File: config.mk
export PLATFORM = sky130hd
export DESIGN_NAME = bsts_ctrl
export DESIGN_NICKNAME = d
export VERILOG_FILES = /design/src/rtl/bsts_pkg.sv /design/src/rtl/bsts_ctrl.sv
export SDC_FILE = /design/constraint.sdc
export NUM_CORES = 1
export LEC_CHECK = 0
export BUFFER_PORTS_ARGS = -buffer_cell sky130_fd_sc_hd__buf_4
export CAP_MARGIN = 40
export CORE_AREA = 2 2 39 41
export DETAILED_ROUTE_END_ITERATION = 12
export DIE_AREA = 0 0 41 43
export PLACE_DENSITY = 0.38
export SLEW_MARGIN = 0
export SYNTH_ARGS = -nofsm -noshare
export SYNTH_HDL_FRONTEND = slang
export SYNTH_SLANG_ARGS = --single-unit
export TNS_END_PERCENT = 10
File: constraint.sdc
create_clock -name clk -period 2.2 [get_ports clk]
set_input_delay 0.11 -clock clk [delete_from_list [all_inputs] [get_ports clk]]
set_output_delay 0.11 -clock clk [all_outputs]
set_load 0.02 [all_outputs]
File: src/rtl/bsts_pkg.sv
// Shared definitions for the bilinear scanline texture sampler.
// Holds row geometry, opcodes, register indexes, the command struct and the lane blend.
// No dependencies.
package bsts_pkg;

    localparam int ROW_TEXELS = 1024;
    localparam int IDX_W      = $clog2(ROW_TEXELS);

    localparam logic [31:0] LANE_MASK  = 32'h00ff00ff;
    localparam logic [31:0] HALF_TEXEL = 32'h00008000;
    localparam logic [31:0] BYTE_MASK  = 32'h000000ff;
    localparam logic [31:0] ALPHA_BITS = 32'hff000000;
    localparam logic [31:0] COORD_CAP  = 32'(ROW_TEXELS * 65536 - 1);

    localparam logic [1:0] OP_WRITE_UPPER = 2'd0;
    localparam logic [1:0] OP_WRITE_LOWER = 2'd1;
    localparam logic [1:0] OP_BEGIN       = 2'd2;
    localparam logic [1:0] OP_SAMPLE      = 2'd3;

    localparam int CFG_IDX_W = 3;
    localparam logic [CFG_IDX_W-1:0] REG_STEP_INCREMENT   = 3'd0;
    localparam logic [CFG_IDX_W-1:0] REG_COORDINATE_LIMIT = 3'd1;
    localparam logic [CFG_IDX_W-1:0] REG_ROW_BLEND_WEIGHT = 3'd2;
    localparam logic [CFG_IDX_W-1:0] REG_LINEAR_FILTER    = 3'd3;
    localparam logic [CFG_IDX_W-1:0] REG_FORCE_OPAQUE     = 3'd4;

    // Commands from the sequencer to the datapath; at most one stage strobe is high.
    typedef struct packed {
        logic accept;
        logic calc;
        logic read;
        logic vert;
        logic horz;
    } cmd_t;

    // Two-lane byte interpolation with 32-bit wraparound.
    function automatic logic [31:0] lerp_lanes(input logic [31:0] a, input logic [31:0] b,
                                               input logic [7:0] w);
        logic [31:0] lo_a;
        logic [31:0] hi_a;
        logic [31:0] lo_d;
        logic [31:0] hi_d;
        logic [31:0] lo_p;
        logic [31:0] hi_p;
        logic [31:0] lo;
        logic [31:0] hi;
        lo_a = a & LANE_MASK;
        hi_a = (a >> 8) & LANE_MASK;
        lo_d = (b & LANE_MASK) - lo_a;
        hi_d = ((b >> 8) & LANE_MASK) - hi_a;
        lo_p = lo_d * {24'd0, w};
        hi_p = hi_d * {24'd0, w};
        lo   = (lo_a + (lo_p >> 8)) & LANE_MASK;
        hi   = ((hi_a + (hi_p >> 8)) << 8) & ~LANE_MASK;
        return lo | hi;
    endfunction

endpackage

File: src/rtl/bsts_ctrl.sv
// Sample sequencer of the texture sampler: input handshake, stage strobes, output valid.
// Depends on bsts_pkg for the command struct and opcodes.
module bsts_ctrl (
    input  logic           clk,
    input  logic           rst_n,
    input  logic           in_valid,
    input  logic [1:0]     in_opcode,
    output logic           in_ready,
    input  logic           out_ready,
    output logic           out_valid,
    output bsts_pkg::cmd_t cmd
);

    localparam logic [2:0] S_IDLE = 3'd0;
    localparam logic [2:0] S_CALC = 3'd1;
    localparam logic [2:0] S_READ = 3'd2;
    localparam logic [2:0] S_VERT = 3'd3;
    localparam logic [2:0] S_HORZ = 3'd4;

    logic [2:0] state_reg;
    logic [2:0] state_next;
    logic       out_valid_reg;
    logic       out_valid_next;
    logic       slot_free;

    assign in_ready  = (state_reg == S_IDLE);
    assign out_valid = out_valid_reg;
    assign slot_free = !out_valid_reg || out_ready;

    always_comb
    begin
        state_next     = state_reg;
        out_valid_next = out_valid_reg && !out_ready;
        cmd            = '0;
        cmd.accept     = in_valid && in_ready;
        case (state_reg)
            S_IDLE:
            begin
                if (in_valid && in_opcode == bsts_pkg::OP_SAMPLE)
                    state_next = S_CALC;
            end
            S_CALC:
            begin
                cmd.calc   = 1'b1;
                state_next = S_READ;
            end
            S_READ:
            begin
                cmd.read   = 1'b1;
                state_next = S_VERT;
            end
            S_VERT:
            begin
                cmd.vert   = 1'b1;
                state_next = S_HORZ;
            end
            S_HORZ:
            begin
                // The finished pixel waits here until the output register is free.
                if (slot_free)
                begin
                    cmd.horz       = 1'b1;
                    out_valid_next = 1'b1;
                    state_next     = S_IDLE;
                end
            end
            default:
            begin
                state_next = S_IDLE;
            end
        endcase
    end

    always_ff @(posedge clk or negedge rst_n)
    begin
        if (!rst_n)
        begin
            state_reg     <= S_IDLE;
            out_valid_reg <= 1'b0;
        end
        else
        begin
            state_reg     <= state_next;
            out_valid_reg <= out_valid_next;
        end
    end

    a_one_stage: assert property (@(posedge clk) disable iff (!rst_n)
        $onehot0({cmd.calc, cmd.read, cmd.vert, cmd.horz}))
        else $error("more than one stage strobe active");

    a_horz_valid: assert property (@(posedge clk) disable iff (!rst_n)
        cmd.horz |=> out_valid_reg)
        else $error("blended pixel not presented");

    a_stall_hold: assert property (@(posedge clk) disable iff (!rst_n)
        (state_reg == S_HORZ && out_valid_reg && !out_ready) |=> state_reg == S_HORZ)
        else $error("pixel overwrote an untaken result");

    a_calc_read: assert property (@(posedge clk) disable iff (!rst_n)
        cmd.calc |=> cmd.read)
        else $error("row read did not follow coordinate stage");

endmodule

-- After elaboration in Yosys (flattened, before gate mapping)
Index checks and enable logic that the tools add are counted.
- register bits after elaboration: 4
- memories: 0
- word-level logic and storage cells: 27
- output and inout port bits: 7
- input bits: 6
- latch bits: 0
- memory bits (writable): 0
- ROM bits: 0
- order comparisons: 0
- shift operators: 0
- add/subtract/negate cells: 0
- $mul: 0
- eq/ne operators: 7
- reductions and logical operators: 8
- multiplexer cells: 10
- bitwise gates (word level): 0
- div/mod/pow operators: 0
- operator list (cell ; count):
    $pmux 3 s5 ; 1
    $mux 1 ; 7
    $eq 3x2->1 const B ; 2
    $mux 3 ; 2
    $eq 3x1->1 const B ; 1
    $eq 3x3->1 const B ; 1
    $logic_and 1x1->1 ; 3
    $logic_not 3->1 ; 1
    $eq 2x2->1 const B ; 1
    $logic_not 1->1 ; 2
    $ne 2x1->1 const B ; 1
    $ne 2x2->1 const B ; 1
    $reduce_and 2->1 ; 1
    $logic_or 1x1->1 ; 1

-- Depth between registers and ports, before layout
Gate-level depths: netlist of run 1.
- depth in word-level cells: 4
- gate-level depth with buffers: 2

-- Least setup slack after synthesis of run 1
Ideal clock, no wire load.
- path kind: register to output
- from: reg state_reg[1]
- to: out cmd[4] (netlist bit)
- slack: 0.790 ns
- arrival time: 1.300 ns
- required time: 2.090 ns
- cell stages (with the launch flop): 3
- cells stage by stage: dfrtp_1 > nor3_1 > and2_1
- RTL lines (item ; line ; text):
    start: declaration ; bsts_ctrl.sv:20 ; logic [2:0] state_reg;
    start signal: assignment ; bsts_ctrl.sv:83 ; state_reg <= state_next;
    end: declaration ; bsts_ctrl.sv:11 ; output bsts_pkg::cmd_t cmd

==> metrics.csv, run 1 <==
metric,value,unit
outcome,"finished, final reports clean",
avgRoutedWirePerCell,9.64,um
synth.largest_area_cell,dfrtp_1,
r2r.worst_path.cells,2,
post_cts_buffers,0,
reg2reg_to,state_reg[2],
die_h,43,um
clk_pin_slew,0.04,ns
die_x,41,um
cts_tree,done,
place.gp.congestion,0.592,
viasPerCell,4.02,
start_util,14.5,%
fin_hold_ws,0.179,ns
largest_register_ffs,3,
syn-num-nets,24,
period_needed,1.48,ns
min_to,out_valid,
fin_area,343,um2
die_area,0.00176,mm2
setup_violations,0,
area_growth,71.3,%
fin_skew,0.00375,ns
dr.max_layer_used,met4,
syn_avg_cell_area,11.1,um2
hold_path_class,in -> reg,
wl,482,um
cts.repair.resized,0,
dpl_cell_area,310,um2
synthFlopType,dfrtp_1,
slew_violations,0,
coreArea,0.00138,mm2
ys_warn_count,0,
dp_hpwl,365,um
max-vdd-ir-drop,603,uV
leakagePower,0.173,nW
cts_buffers,3,
min-delay-start,out_ready,
portBuffers,12,
cts-htree-levels,1,
num_vias,201,
cts.sinks,4,
final_layout_size_suffix_gt1_share,52.9,%
pwr_density_cell,1480,mW/mm2
ios,13,
syn_area,200,um2
route.detailed.drc,0,
ys_ff_latch,4,
dr.pass1.iters,4,
ant_nets,0,
grt_pass1_vias,193,
yosysMostFrequentCell,dfrtp_1,
grt_pass1_wl,793,um
grt-ovfl-total,0,
r2r-start,state_reg[2],
netlist.area_leader.share,50.0,%
synth_edf_count,0,
ys_seq_area_share,50.0,%
timing.fmax,677,MHz
maxSlewHeadroom,85.4,%
clock_path_buffers,2,
final_nets,42,
rsz0062_at_grt,false,
insertion_delay,0.24,ns
cts_root_buf,clkbuf_4,
critical_path_class,reg -> out,
n_antenna_cell,0,
r2r_slack,1.14,ns
yosysUniqueCellTypes,13,
cp-start-kind,flip-flop,
drt-initial-drc-count,4,
finalHoldViolCount,0,
worstHoldPathCells,3,
drv_cap,0,
grtUsageTotal,7.37,%
end_kind,primary output,
final_cells,50,
placed_cells,46,
setup_tns,0,ns
required,2.09,ns
netlist_instances,18,
synthArstFlopShare,100,%
period_share,67.1,%
synthTopCellsByArea,"dfrtp_1 (50%), nor3b_1 (7.5%), o21bai_2 (5.6%)",
grt_max_degree,8,
tightestPinTransition,0.217,ns
antenna_found_initial,0,
crit_arrival,1.37,ns
rows,14,
met2WireLength,179,um
worstPathMaxFanout,7,
ys_top_cells_by_count,"dfrtp_1 (4), nor3_1 (2), nor3b_1 (2)",
drt-met1-wl,221,um
wl_met3,73,um
area by class of cell:
class                           count  area (um2)
Fill cell                         154        1040
Sequential cell                     4         100
Multi-Input combinational cell     14         100
Timing Repair Buffer               13         100
Clock buffer                        3        22.5
Tap cell                           16        20.0
worst max path at each step:
| stage | start | to | slack, ns | depth (start not counted) |
|---|---|---|---|---|
| final | state_reg[2] | cmd[0] | 0.72 | 3 |
| after detailed placement | state_reg[1] | cmd[0] | 0.97 | 3 |
| after global routing | state_reg[2] | cmd[0] | 0.66 | 3 |
| after global placement | state_reg[2] | cmd[0] | 0.99 | 3 |
| after CTS | state_reg[1] | cmd[0] | 0.71 | 3 |
| after floorplan | state_reg[1] | cmd[4] | 0.79 | 2 |
through the flow:
stage | setup WS (ns) | total power, mW | utilization [%]
after floorplan | 0.790 | 0.305 | -
after global placement | 0.990 | 0.419 | 22.4
after detailed placement | 0.965 | 0.417 | 22.4
after CTS | 0.707 | 0.518 | 24.8
after global routing | 0.662 | 0.547 | 24.8
final | 0.723 | 0.507 | 24.8
layer usage:
layer  track usage, %  vias up
met3             8.38        2
met1             7.52       91
met4             4.00        0
met5                0        -
li1                 -       95
met2             8.75       13
placed cells by master, fill, tap and decap left out, drive strengths merged, types with 2 or more instances in the layout:
cell,count
clkbuf,3
buf,12
dfrtp,4
nor3b,2
nor3,2
kinds of logic after synthesis:
kind of cell | after synthesis | share of synthesized area, %
flip-flops | 4 | 50.0
XOR/XNOR | 1 | 4.38
AO/OA/AOI/OAI | 2 | 8.75
AND/OR/NAND/NOR | 11 | 36.9
repair_timing:
action | in CTS | in global routing
setup endpoints to repair | 0 | 0
hold endpoints to repair | 4 | 0
hold buffers | 1 | 0
report_power, final:
group | switching [mW] | total, mW | internal (mW)
sequential | 0.0454 | 0.151 | 0.106
clock | 0.0318 | 0.0929 | 0.0611
combinational | 0.130 | 0.263 | 0.132
worst max-delay path: stages (launching register included):
cell and delay (ns):
dfrtp_1 0.44, or3b_4 0.43, nor2b_2 0.12, buf_4 0.14
Power figures use the tool's default switching activity.
==> run 2, diff against run 1 <==
ABC_AREA = 1   (was unset)
PLACE_DENSITY = 0.39   (was 0.38)
clock period = 1.5 ns   (was 2.2 ns; I/O delays follow)
==> run 2 against run 1 <==
Against the previous run: non-clock buffer count stayed put; critical endpoint is now in_ready; first-iteration DRC count increased by 25%; count of clock-buffer cells in the layout unchanged; via count increased by 15%; die area is the same; synthesized cell count rose by 56%; synthesized area is 5.0% higher; register-to-register slack got worse by 0.55 ns; global-route usage decreased by 0.62 points; cell count grew 20%; critical path depth grew 1.
==> metrics.csv, run 2 <==
metric,value,unit
outcome,"finished, final reports clean",
ys_seq_area_share,47.6,%
route.detailed.drc,0,
critical_path_class,reg -> out,
grt_pass1_vias,208,
final_common_cell,buf_4,
finalHoldViolCount,0,
placed_cells,56,
r2r_slack,0.59,ns
coreArea,0.00138,mm2
fin_util,25.5,%
grt-ovfl-total,0,
fin_skew,0.00238,ns
min_to,out_valid,
cts_tree,done,
clk_pin_slew,0.04,ns
n_antenna_cell,0,
hold_path_class,in -> reg,
maxSlewHeadroom,87.2,%
cts.sinks,4,
synth.largest_area_cell,dfrtp_1,
period_share,81.8,%
die_x,41,um
wl,480,um
die_h,43,um
r2r.worst_path.cells,4,
final_layout_size_suffix_gt1_share,40.9,%
hold_buffers,1,
grt_pass1_wl,724,um
viasPerCell,3.87,
crit_slowest_cell,dfrtp_1,
end_kind,primary output,
die_area,0.00176,mm2
ys_top_cells_by_count,"nor2_1 (6), inv_1 (5), dfrtp_1 (4), nand3_1 (4), nand2_1 (3)",
cp-start-kind,flip-flop,
cts-htree-levels,1,
syn-num-nets,34,
ios,13,
reg2reg_to,state_reg[0],
synthTopCellsByArea,"dfrtp_1 (48%), nor2_1 (11%), nand3_1 (9.5%)",
num_vias,232,
yosysUniqueCellTypes,9,
antenna_found_initial,0,
dp_hpwl,400,um
final_cells,60,
rsz0062_at_grt,false,
crit_buf_inv,2,
r2r-start,state_reg[0],
place.gp.congestion,0.718,
max_stage_delay,0.40,ns
worstPathCellList,"nor2_2, inv_1, nor2_1, buf_4",
min-delay-start,out_ready,
crit_arrival,1.15,ns
fin_hold_ws,0.0666,ns
yosysMostFrequentCell,nor2_1,
setup_tns,0,ns
syn_avg_cell_area,7.51,um2
post_cts_buffers,0,
synth_edf_count,0,
ys_ff_latch,4,
cts.repair.resized,0,
final_cell_mix,"buf_4 (12), nor2_1 (6), inv_1 (5)",
worstPathMaxFanout,4,
tightestPinTransition,0.192,ns
final_nets,52,
ys_warn_count,0,
netlist_instances,28,
synthArstFlopShare,100,%
largest_register_ffs,3,
worst_slack,0.273,ns
syn_area,210,um2
regArea,100,um2
slew_violations,0,
grtUsageTotal,6.75,%
timing.fmax,815,MHz
grt_max_degree,8,
worstHoldPathCells,2,
clock_path_buffers,2,
avgRoutedWirePerCell,8.00,um
num-fill-cells,147,
multi_input_comb_area,91.3,um2
setup_violations,0,
start_util,15.2,%
path_delay_family,flip-flops,
dr.pass1.iters,4,
drv_cap,0,
synthFlopType,dfrtp_1,
ant_nets,0,
cts_buffers,3,
post-place-ws,0.513,ns
drt-initial-drc-count,5,
max-vdd-ir-drop,752,uV
netlist.area_leader.share,47.6,%
period_needed,1.23,ns
rows,14,
cts_root_buf,clkbuf_4,
pwr_density_cell,2250,mW/mm2
required,1.42,ns
insertion_delay,0.23,ns
portBuffers,12,
area_growth,67.9,%
leakagePower,0.195,nW
-- run 2: cell count changes in the layout (fill, tap and decap cells not counted), sizes merged, moves of 2 or more --
| cell | change |
|---|---|
| nor2 | +7 |
| inv | +5 |
| nand3 | +4 |
| o21ai | +3 |
| nand2 | +2 |
| nor3 | -2 |
| nor3b | -2 |
-- run 2: cell type report --
type                       count  area share, %
multi-input combinational     19           25.9
inverter                       5           5.32
timing repair buffer          13           28.4
clock buffer                   3           6.38
sequential                     4           28.4
tap                           16           5.67
-- run 2: through the flow --
| stage | instance area [um2] | power (mW) |
|---|---|---|
| after floorplan | 210 | 0.493 |
| after global placement | 320 | 0.686 |
| after detailed placement | 320 | 0.672 |
| after CTS | 353 | 0.811 |
| after global routing | 353 | 0.864 |
| final | 353 | 0.794 |
-- run 2: cells by family (layout without fill, tap and decap cells) --
group	after synthesis	count (layout)	synth area share, %
AO/OA/AOI/OAI	3	3	8.93
buffers and inverters	5	21	8.93
flip-flops	4	4	47.6
AND/OR/NAND/NOR	16	16	34.5
-- run 2: per-layer routing --
| layer | vias up | global-route usage [%] | routed length (um) |
|---|---|---|---|
| li1 | 120 | - | - |
| met1 | 104 | 6.17 | 214 |
| met2 | 8 | 9.38 | 209 |
| met3 | 0 | 7.85 | 57 |
| met4 | 0 | 2.00 | 0 |
| met5 | - | 0 | 0 |
-- run 2: power by group --
group          internal, mW  total (mW)  switching, mW
clock network        0.0891       0.128         0.0385
registers             0.158       0.198         0.0402
logic                 0.187       0.469          0.282
total                 0.434       0.794          0.360
-- run 2: worst max path at each step --
stage                             from  endpoint  slack, ns  cells after the start
after floorplan           state_reg[0]    cmd[2]       0.52                      3
after global placement    state_reg[0]  in_ready       0.45                      4
after detailed placement  state_reg[0]  in_ready       0.51                      4
after CTS                 state_reg[0]  in_ready       0.26                      4
after global routing      state_reg[0]  in_ready       0.19                      4
final                     state_reg[0]  in_ready       0.27                      4
